`config.mk`:
```
export PLATFORM = sky130hd
export DESIGN_NAME = byte_range_header_parser
export DESIGN_NICKNAME = d
export VERILOG_FILES = /design/src/sv/brhp_pkg.sv /design/src/sv/byte_range_header_parser.sv
export SDC_FILE = /design/constraint.sdc
export NUM_CORES = 1
export LEC_CHECK = 0
export ABC_AREA = 1
export BUFFER_PORTS_ARGS = -buffer_cell sky130_fd_sc_hd__buf_2
export CORE_MARGIN = 5
export CORE_UTILIZATION = 48
export CTS_BUF_LIST = sky130_fd_sc_hd__clkbuf_2 sky130_fd_sc_hd__clkbuf_4 sky130_fd_sc_hd__clkbuf_8
export CTS_CLUSTER_DIAMETER = 80
export DETAILED_ROUTE_END_ITERATION = 6
export PLACE_DENSITY_LB_ADDON = 0.15
export SKIP_LAST_GASP = 1
export SYNTH_ARGS = -nofsm -noshare
export SYNTH_HDL_FRONTEND = slang
export SYNTH_SLANG_ARGS = --single-unit
export TNS_END_PERCENT = 5
```
`constraint.sdc`:
```
create_clock -name clk -period 8 [get_ports clk]
set_input_delay 1.6 -clock clk [delete_from_list [all_inputs] [get_ports clk]]
set_output_delay 1.6 -clock clk [all_outputs]
set_load 0.01 [all_outputs]
```
`src/sv/brhp_pkg.sv`:
```
// ---------------------------------------------------------------------------
// Byte range header parser package
// Widths, character codes and parse phases shared by the parser files.
// ---------------------------------------------------------------------------
`default_nettype none

package brhp_pkg;

    localparam int LEN_BITS = 48;

    localparam logic [7:0] CHAR_ZERO = 8'h30;
    localparam logic [7:0] CHAR_NINE = 8'h39;
    localparam logic [7:0] CHAR_DASH = 8'h2d;

    localparam logic [2:0] PREFIX_LEN = 3'd6;

    typedef enum logic [1:0] {
        PH_PREFIX,
        PH_FIRST,
        PH_START,
        PH_END
    } phase_t;

    // Characters of the unit prefix "bytes=".
    function automatic logic [7:0] prefix_char(input logic [2:0] idx);
        logic [7:0] c;
        case (idx)
            3'd0:    c = 8'h62;
            3'd1:    c = 8'h79;
            3'd2:    c = 8'h74;
            3'd3:    c = 8'h65;
            3'd4:    c = 8'h73;
            3'd5:    c = 8'h3d;
            default: c = 8'h00;
        endcase
        return c;
    endfunction

endpackage

`default_nettype wire

```
`src/sv/byte_range_header_parser.sv`:
```
// ---------------------------------------------------------------------------
// Byte range header parser
// Parses a single "bytes=first-last" range header value, one character per
// item, and reports the resulting byte range or the whole object.
// ---------------------------------------------------------------------------
//  Channel  | Handshake            | Payload
//  ---------+----------------------+------------------------------------------
//  input    | in_valid / in_stall  | header_char, is_last
//  config   | config_we            | config_data (object length)
//  output   | out_valid / out_stall| range_accepted, first_byte, last_byte,
//           |                      | part_length
//
//  One character is taken every cycle while in_stall is low; the multiply-by-ten
//  accumulator updates in the cycle of acceptance.
//  After its last character is accepted, a result passes the evaluation, range
//  selection and length registers in turn; an output stall can hold it in any.
//  Reset clears the parse state, the pipeline valid flags and the object length.
//  A stalled output holds its result; the input stalls once all three hold one.
// ---------------------------------------------------------------------------
`default_nettype none

module byte_range_header_parser
    import brhp_pkg::*;
(
    input  logic                clk,
    input  logic                rst_n,
    input  logic                in_valid,
    output logic                in_stall,
    input  logic [7:0]          header_char,
    input  logic                is_last,
    input  logic                config_we,
    input  logic [LEN_BITS-1:0] config_data,
    output logic                out_valid,
    input  logic                out_stall,
    output logic                range_accepted,
    output logic [LEN_BITS-1:0] first_byte,
    output logic [LEN_BITS-1:0] last_byte,
    output logic [LEN_BITS-1:0] part_length
);

    logic [LEN_BITS-1:0] len_reg;
    logic [LEN_BITS-1:0] len_m1_reg;
    logic                len_zero_reg;

    phase_t              phase_reg, phase_next;
    logic [2:0]          prefix_idx_reg, prefix_idx_next;
    logic                rejected_reg, rejected_next;
    logic [LEN_BITS-1:0] start_reg, start_next;
    logic [LEN_BITS-1:0] end_reg, end_next;
    logic                saw_start_reg, saw_start_next;
    logic                saw_end_reg, saw_end_next;
    logic                end_sat_reg, end_sat_next;

    logic                is_digit;
    logic [3:0]          digit_val;
    logic [LEN_BITS-1:0] acc_in;
    logic [LEN_BITS+3:0] acc_wide;
    logic                acc_sat;
    logic [LEN_BITS-1:0] acc_value;

    logic                in_accept;
    logic                ready_e, ready_a, ready_o;

    logic                e_valid_reg;
    logic                e_bad_reg;
    logic [LEN_BITS-1:0] e_start_reg;
    logic [LEN_BITS-1:0] e_end_reg;
    logic                e_saw_start_reg;
    logic                e_saw_end_reg;
    logic                e_sat_reg;

    logic                a_valid_reg;
    logic                a_ok_reg;
    logic [LEN_BITS-1:0] a_lo_reg;
    logic [LEN_BITS-1:0] a_hi_reg;

    logic                start_lt_len;
    logic                end_ge_len;
    logic [LEN_BITS-1:0] len_minus_end;
    logic                a_ok_next;
    logic [LEN_BITS-1:0] a_lo_next;
    logic [LEN_BITS-1:0] a_hi_next;

    logic                lo_gt_hi;
    logic [LEN_BITS-1:0] span;

    logic                out_valid_reg;
    logic                range_accepted_reg;
    logic [LEN_BITS-1:0] first_byte_reg;
    logic [LEN_BITS-1:0] last_byte_reg;
    logic [LEN_BITS-1:0] part_length_reg;

    always_ff @(posedge clk or negedge rst_n)
    begin
        if (!rst_n)
        begin
            len_reg      <= '0;
            len_m1_reg   <= '1;
            len_zero_reg <= 1'b1;
        end
        else if (config_we)
        begin
            len_reg      <= config_data;
            len_m1_reg   <= config_data - LEN_BITS'(1);
            len_zero_reg <= (config_data == '0);
        end
    end

    assign ready_o   = !out_valid_reg || !out_stall;
    assign ready_a   = !a_valid_reg || ready_o;
    assign ready_e   = !e_valid_reg || ready_a;
    assign in_stall  = !ready_e;
    assign in_accept = in_valid && ready_e;

    assign is_digit  = (header_char >= CHAR_ZERO) && (header_char <= CHAR_NINE);
    assign digit_val = header_char[3:0];
    assign acc_in    = (phase_reg == PH_END) ? end_reg : start_reg;
    assign acc_wide  = {1'b0, acc_in, 3'b000} + {3'b000, acc_in, 1'b0}
                     + {LEN_BITS'(0), digit_val};
    assign acc_sat   = |acc_wide[LEN_BITS+3:LEN_BITS];
    assign acc_value = acc_sat ? '1 : acc_wide[LEN_BITS-1:0];

    always_comb
    begin
        phase_next      = phase_reg;
        prefix_idx_next = prefix_idx_reg;
        rejected_next   = rejected_reg;
        if (!rejected_reg)
        begin
            unique case (phase_reg)
                PH_PREFIX:
                begin
                    if (prefix_idx_reg < PREFIX_LEN
                        && header_char == prefix_char(prefix_idx_reg))
                    begin
                        prefix_idx_next = prefix_idx_reg + 3'd1;
                        if (prefix_idx_next == PREFIX_LEN)
                        begin
                            phase_next = PH_FIRST;
                        end
                    end
                    else
                    begin
                        rejected_next = 1'b1;
                    end
                end
                PH_FIRST, PH_START:
                begin
                    if (is_digit)
                    begin
                        phase_next = PH_START;
                    end
                    else if (header_char == CHAR_DASH)
                    begin
                        phase_next = PH_END;
                    end
                    else
                    begin
                        rejected_next = 1'b1;
                    end
                end
                PH_END:
                begin
                    if (!is_digit)
                    begin
                        rejected_next = 1'b1;
                    end
                end
                default:
                begin
                    rejected_next = 1'b1;
                end
            endcase
        end
    end

    always_comb
    begin
        start_next     = start_reg;
        end_next       = end_reg;
        saw_start_next = saw_start_reg;
        saw_end_next   = saw_end_reg;
        end_sat_next   = end_sat_reg;
        if (!rejected_reg && is_digit)
        begin
            if (phase_reg == PH_FIRST || phase_reg == PH_START)
            begin
                start_next     = acc_value;
                saw_start_next = 1'b1;
            end
            else if (phase_reg == PH_END)
            begin
                end_next     = acc_value;
                saw_end_next = 1'b1;
                end_sat_next = end_sat_reg | acc_sat;
            end
        end
    end

    always_ff @(posedge clk or negedge rst_n)
    begin
        if (!rst_n)
        begin
            phase_reg      <= PH_PREFIX;
            prefix_idx_reg <= '0;
            rejected_reg   <= 1'b0;
            start_reg      <= '0;
            end_reg        <= '0;
            saw_start_reg  <= 1'b0;
            saw_end_reg    <= 1'b0;
            end_sat_reg    <= 1'b0;
        end
        else if (in_accept)
        begin
            if (is_last)
            begin
                phase_reg      <= PH_PREFIX;
                prefix_idx_reg <= '0;
                rejected_reg   <= 1'b0;
                start_reg      <= '0;
                end_reg        <= '0;
                saw_start_reg  <= 1'b0;
                saw_end_reg    <= 1'b0;
                end_sat_reg    <= 1'b0;
            end
            else
            begin
                phase_reg      <= phase_next;
                prefix_idx_reg <= prefix_idx_next;
                rejected_reg   <= rejected_next;
                start_reg      <= start_next;
                end_reg        <= end_next;
                saw_start_reg  <= saw_start_next;
                saw_end_reg    <= saw_end_next;
                end_sat_reg    <= end_sat_next;
            end
        end
    end

    always_ff @(posedge clk or negedge rst_n)
    begin
        if (!rst_n)
        begin
            e_valid_reg <= 1'b0;
        end
        else if (ready_e)
        begin
            e_valid_reg <= in_accept && is_last;
        end
    end

    always_ff @(posedge clk)
    begin
        if (in_accept && is_last)
        begin
            e_bad_reg       <= rejected_next || (phase_next != PH_END);
            e_start_reg     <= start_next;
            e_end_reg       <= end_next;
            e_saw_start_reg <= saw_start_next;
            e_saw_end_reg   <= saw_end_next;
            e_sat_reg       <= end_sat_next;
        end
    end

    assign start_lt_len  = e_start_reg < len_reg;
    assign end_ge_len    = e_end_reg >= len_reg;
    assign len_minus_end = len_reg - e_end_reg;

    always_comb
    begin
        a_ok_next = !e_bad_reg && start_lt_len;
        a_lo_next = e_start_reg;
        a_hi_next = len_m1_reg;
        if (e_saw_end_reg)
        begin
            if (!e_saw_start_reg)
            begin
                a_lo_next = (e_sat_reg || end_ge_len) ? '0 : len_minus_end;
            end
            else if (!end_ge_len)
            begin
                a_hi_next = e_end_reg;
            end
        end
    end

    always_ff @(posedge clk or negedge rst_n)
    begin
        if (!rst_n)
        begin
            a_valid_reg <= 1'b0;
        end
        else if (ready_a)
        begin
            a_valid_reg <= e_valid_reg;
        end
    end

    always_ff @(posedge clk)
    begin
        if (e_valid_reg && ready_a)
        begin
            a_ok_reg <= a_ok_next;
            a_lo_reg <= a_lo_next;
            a_hi_reg <= a_hi_next;
        end
    end

    assign lo_gt_hi = a_lo_reg > a_hi_reg;
    assign span     = a_hi_reg - a_lo_reg + LEN_BITS'(1);

    always_ff @(posedge clk or negedge rst_n)
    begin
        if (!rst_n)
        begin
            out_valid_reg <= 1'b0;
        end
        else if (ready_o)
        begin
            out_valid_reg <= a_valid_reg;
        end
    end

    always_ff @(posedge clk)
    begin
        if (a_valid_reg && ready_o)
        begin
            if (a_ok_reg && !lo_gt_hi)
            begin
                range_accepted_reg <= 1'b1;
                first_byte_reg     <= a_lo_reg;
                last_byte_reg      <= a_hi_reg;
                part_length_reg    <= span;
            end
            else
            begin
                range_accepted_reg <= 1'b0;
                first_byte_reg     <= '0;
                last_byte_reg      <= len_zero_reg ? '0 : len_m1_reg;
                part_length_reg    <= len_reg;
            end
        end
    end

    assign out_valid      = out_valid_reg;
    assign range_accepted = range_accepted_reg;
    assign first_byte     = first_byte_reg;
    assign last_byte      = last_byte_reg;
    assign part_length    = part_length_reg;

endmodule

`default_nettype wire

```
==> impl_metrics.env <==
export IMPL_outcome="complete, no violations"
export IMPL_cts_buffers=96
export IMPL_clk_path_buf_depth=3
export IMPL_synth_top_cell_by_area="edfxtp_1"
export IMPL_wl_met3_mm=7.90
export IMPL_p_leak_nw=21.1
export IMPL_slew_headroom_pct=17.2
export IMPL_power_density_nw_per_um2=185
export IMPL_grtUsageTotal_pct=29.2
export IMPL_layout_common_cells="nand2_1, inv_1, nor2_1"
export IMPL_whs_path_depth=2
export IMPL_synth_ff_type="edfxtp_1"
export IMPL_synth_edf_count=342
export IMPL_drt_iter0_markers=2753
export IMPL_fin_ws_ps=1880
export IMPL_finish_utilization_pct=53.5
export IMPL_cts_max_level=3
export IMPL_fp_row_count=104
export IMPL_drive_gt1_share_pct=9.62
export IMPL_finClkSkew_ps=60.6
export IMPL_power_mw=7.96
export IMPL_synth_top_area_share_pct=26.2
export IMPL_highest_layer="met4"
export IMPL_core_area_sq_um=80700
export IMPL_dieArea_sq_um=87300
export IMPL_hold_viol_final=0
export IMPL_synth_seq_cells=547
export IMPL_synth_cells=5199
export IMPL_buffer_ports_inserted=208
export IMPL_drc_errors=0
export IMPL_critPathMaxFanout=64
export IMPL_critPathKind="flop to flop"
export IMPL_timing_rr_start="phase_reg[1]"
export IMPL_drt_met1_wl_mm=59.4
export IMPL_cts_sinks=547
export IMPL_endpoint_kind="flop"
export IMPL_cts_hold_buf=0
export IMPL_ys_warn_count=0
export IMPL_ios=209
export IMPL_finalCriticalPeriod_ps=6120
export IMPL_required_ps=8370
export IMPL_cts_resized=0
export IMPL_wl_met2_mm=57.7
export IMPL_die_h_microns=296
export IMPL_syn_area_sq_um=39100
export IMPL_post_cts_setup_buffer_count=0
export IMPL_final_common_cell="nand2_1"
export IMPL_cp_start_kind="flop"
export IMPL_grt_max_degree=145
export IMPL_die_width_microns=296
export IMPL_fillers=7938
export IMPL_antenna_found_initial=12
export IMPL_arrival_ps=6490
export IMPL_routed_wl_mm=130
export IMPL_wl_per_cell_microns=19.9
export IMPL_synth_nets=5603
export IMPL_async_flop_share_pct=37.5
export IMPL_max_freq_mhz=163
export IMPL_place_ws_ps=1940
export IMPL_grt_pass1_vias=33600
export IMPL_r2r_end="e_start_reg[28]"
export IMPL_area_growth_pct=10.2
export IMPL_hp_start="start_reg[29]"
export IMPL_drv_slew=0
export IMPL_dp_hpwl_mm=104
export IMPL_viasPerCell=5.36
export IMPL_clk_pin_slew_worst_paths_ps=60
export IMPL_hold_path_class="flop to flop"
export IMPL_overflow=0
export IMPL_drtAntennaViolNets=0
export IMPL_vias=35000
export IMPL_r2r_setup_slack_ps=1880
export IMPL_ir_drop_v=0.0000993
export IMPL_cts_root_buf="clkbuf_8"
export IMPL_whs_endpoint="start_reg[29]"
export IMPL_initial_utilization_pct=48.5
export IMPL_worstMarginPinSlew_ps=1210
export IMPL_rsz0062_at_grt="no"
export IMPL_fin_setup_tns_ps=0
export IMPL_maxCapViolations=0
export IMPL_setup_viol=0
export IMPL_grt_pass1_wl_mm=196
export IMPL_synth_cell_type_count=61
export IMPL_fin_nets=5783
export IMPL_gp_congestion=0.960
export IMPL_clkLatencyLatePin_ps=720
export IMPL_reg2reg_depth=20
export IMPL_syn_area_per_cell_sq_um=7.53
export IMPL_synthTopCellsByArea="edfxtp_1, nand2_1, ha_1"
export IMPL_drtPass1Iterations=6
export IMPL_ys_seq_area_share_pct=39.5
export IMPL_cts_tree="done"
export IMPL_min_period_over_period_pct=76.5
==> power by group <==
group	leakage (nW)	internal (mW)	switching, mW
Sequential	5.86	3.28	0.146
Clock	1.09	1.59	1.21
Combinational	14.2	0.554	1.19
Total	21.1	5.42	2.55
==> through the flow <==
| step | area (sq um) | hold WS [ps] | cells |
|---|---|---|---|
| 2_1_floorplan | 39100 | 443 | 5199 |
| 3_3_place_gp | 41000 | 456 | 6341 |
| 3_5_place_dp | 41000 | 465 | 6341 |
| 4_1_cts | 43100 | 479 | 6520 |
| 5_1_grt | 43100 | 498 | 6521 |
| 6_report | 43100 | 481 | 6530 |
==> synthesized netlist by cell type, drive strengths merged (2+ instances only) <==
library cell / count
xnor2: 62
a21boi: 7
dfstp: 49
nand4: 114
clkinv: 2
or2: 18
nand3: 240
and3: 4
and2: 18
ha: 338
a21oi: 243
clkbuf: 103
nor4: 10
nand3b: 45
o211ai: 36
o221ai: 3
fa: 4
nor2: 499
mux2i: 2
dfrtp: 156
nor3: 50
a21o: 19
a22oi: 2
o2111ai: 2
a31oi: 52
o21ai: 309
buf: 46
a211oi: 5
inv: 731
nand2: 1584
edfxtp: 342
o21bai: 26
xor2: 57
a221o: 2
o21a: 12
==> logic make-up after synthesis <==
kind of cell	count (synthesis)	share of synthesized area, %
and+or+nand+nor	2584	27.6
xor gates and xnor gates	119	2.66
DFF	547	39.5
adders and majority gates	342	11.0
muxes	2	0.0512
AOI/OAI and AO/OA	723	10.2
buffers and inverters	882	8.93
==> cell type report <==
type	instances	area [sq um]	area share, %
clock inverters	47	449	1.04
well taps	1060	1330	3.07
clock buffers	132	1630	3.78
flip-flops and latches	547	15500	35.8
diodes	10	25.0	0.0580
repair buffers	231	1250	2.90
multi-input cells	3770	20200	46.9
inverters	733	2760	6.39
==> per-layer routing <==
layer / up-vias / track usage [%]
li1: 17400 / -
met1: 16300 / 41.4
met2: 1090 / 46.1
met3: 204 / 3.40
met4: 0 / 11.1
met5: - / 0
==> worst max-delay path, stage by stage (launching register included) <==
cell,delay (ps)
dfrtp_1,420
ha_2,580
clkinv_1,510
or2_2,420
o21ai_0,200
fa_1,550
fa_1,470
inv_1,110
nand3_1,70
nand2_1,130
nand2_1,60
nand2_1,190
nand2_1,100
nand2_2,130
nand2_1,90
nand4_1,110
nand2_2,100
nor2_8,700
nand2_4,280
inv_4,350
a31oi_1,150
==> worst max path at each step <==
stage	endpoint	cells past startpoint	from	slack [ps]
6_report	e_start_reg[28]	20	phase_reg[1]	1880
5_1_grt	e_start_reg[29]	20	phase_reg[0]	1430
4_1_cts	e_start_reg[31]	20	phase_reg[0]	1860
3_5_place_dp	e_start_reg[41]	20	phase_reg[0]	1940
3_3_place_gp	e_start_reg[40]	20	phase_reg[0]	2110
2_1_floorplan	prefix_idx_reg[0]	11	out_stall	860
Note: power is estimated with default switching activity, not from simulation.
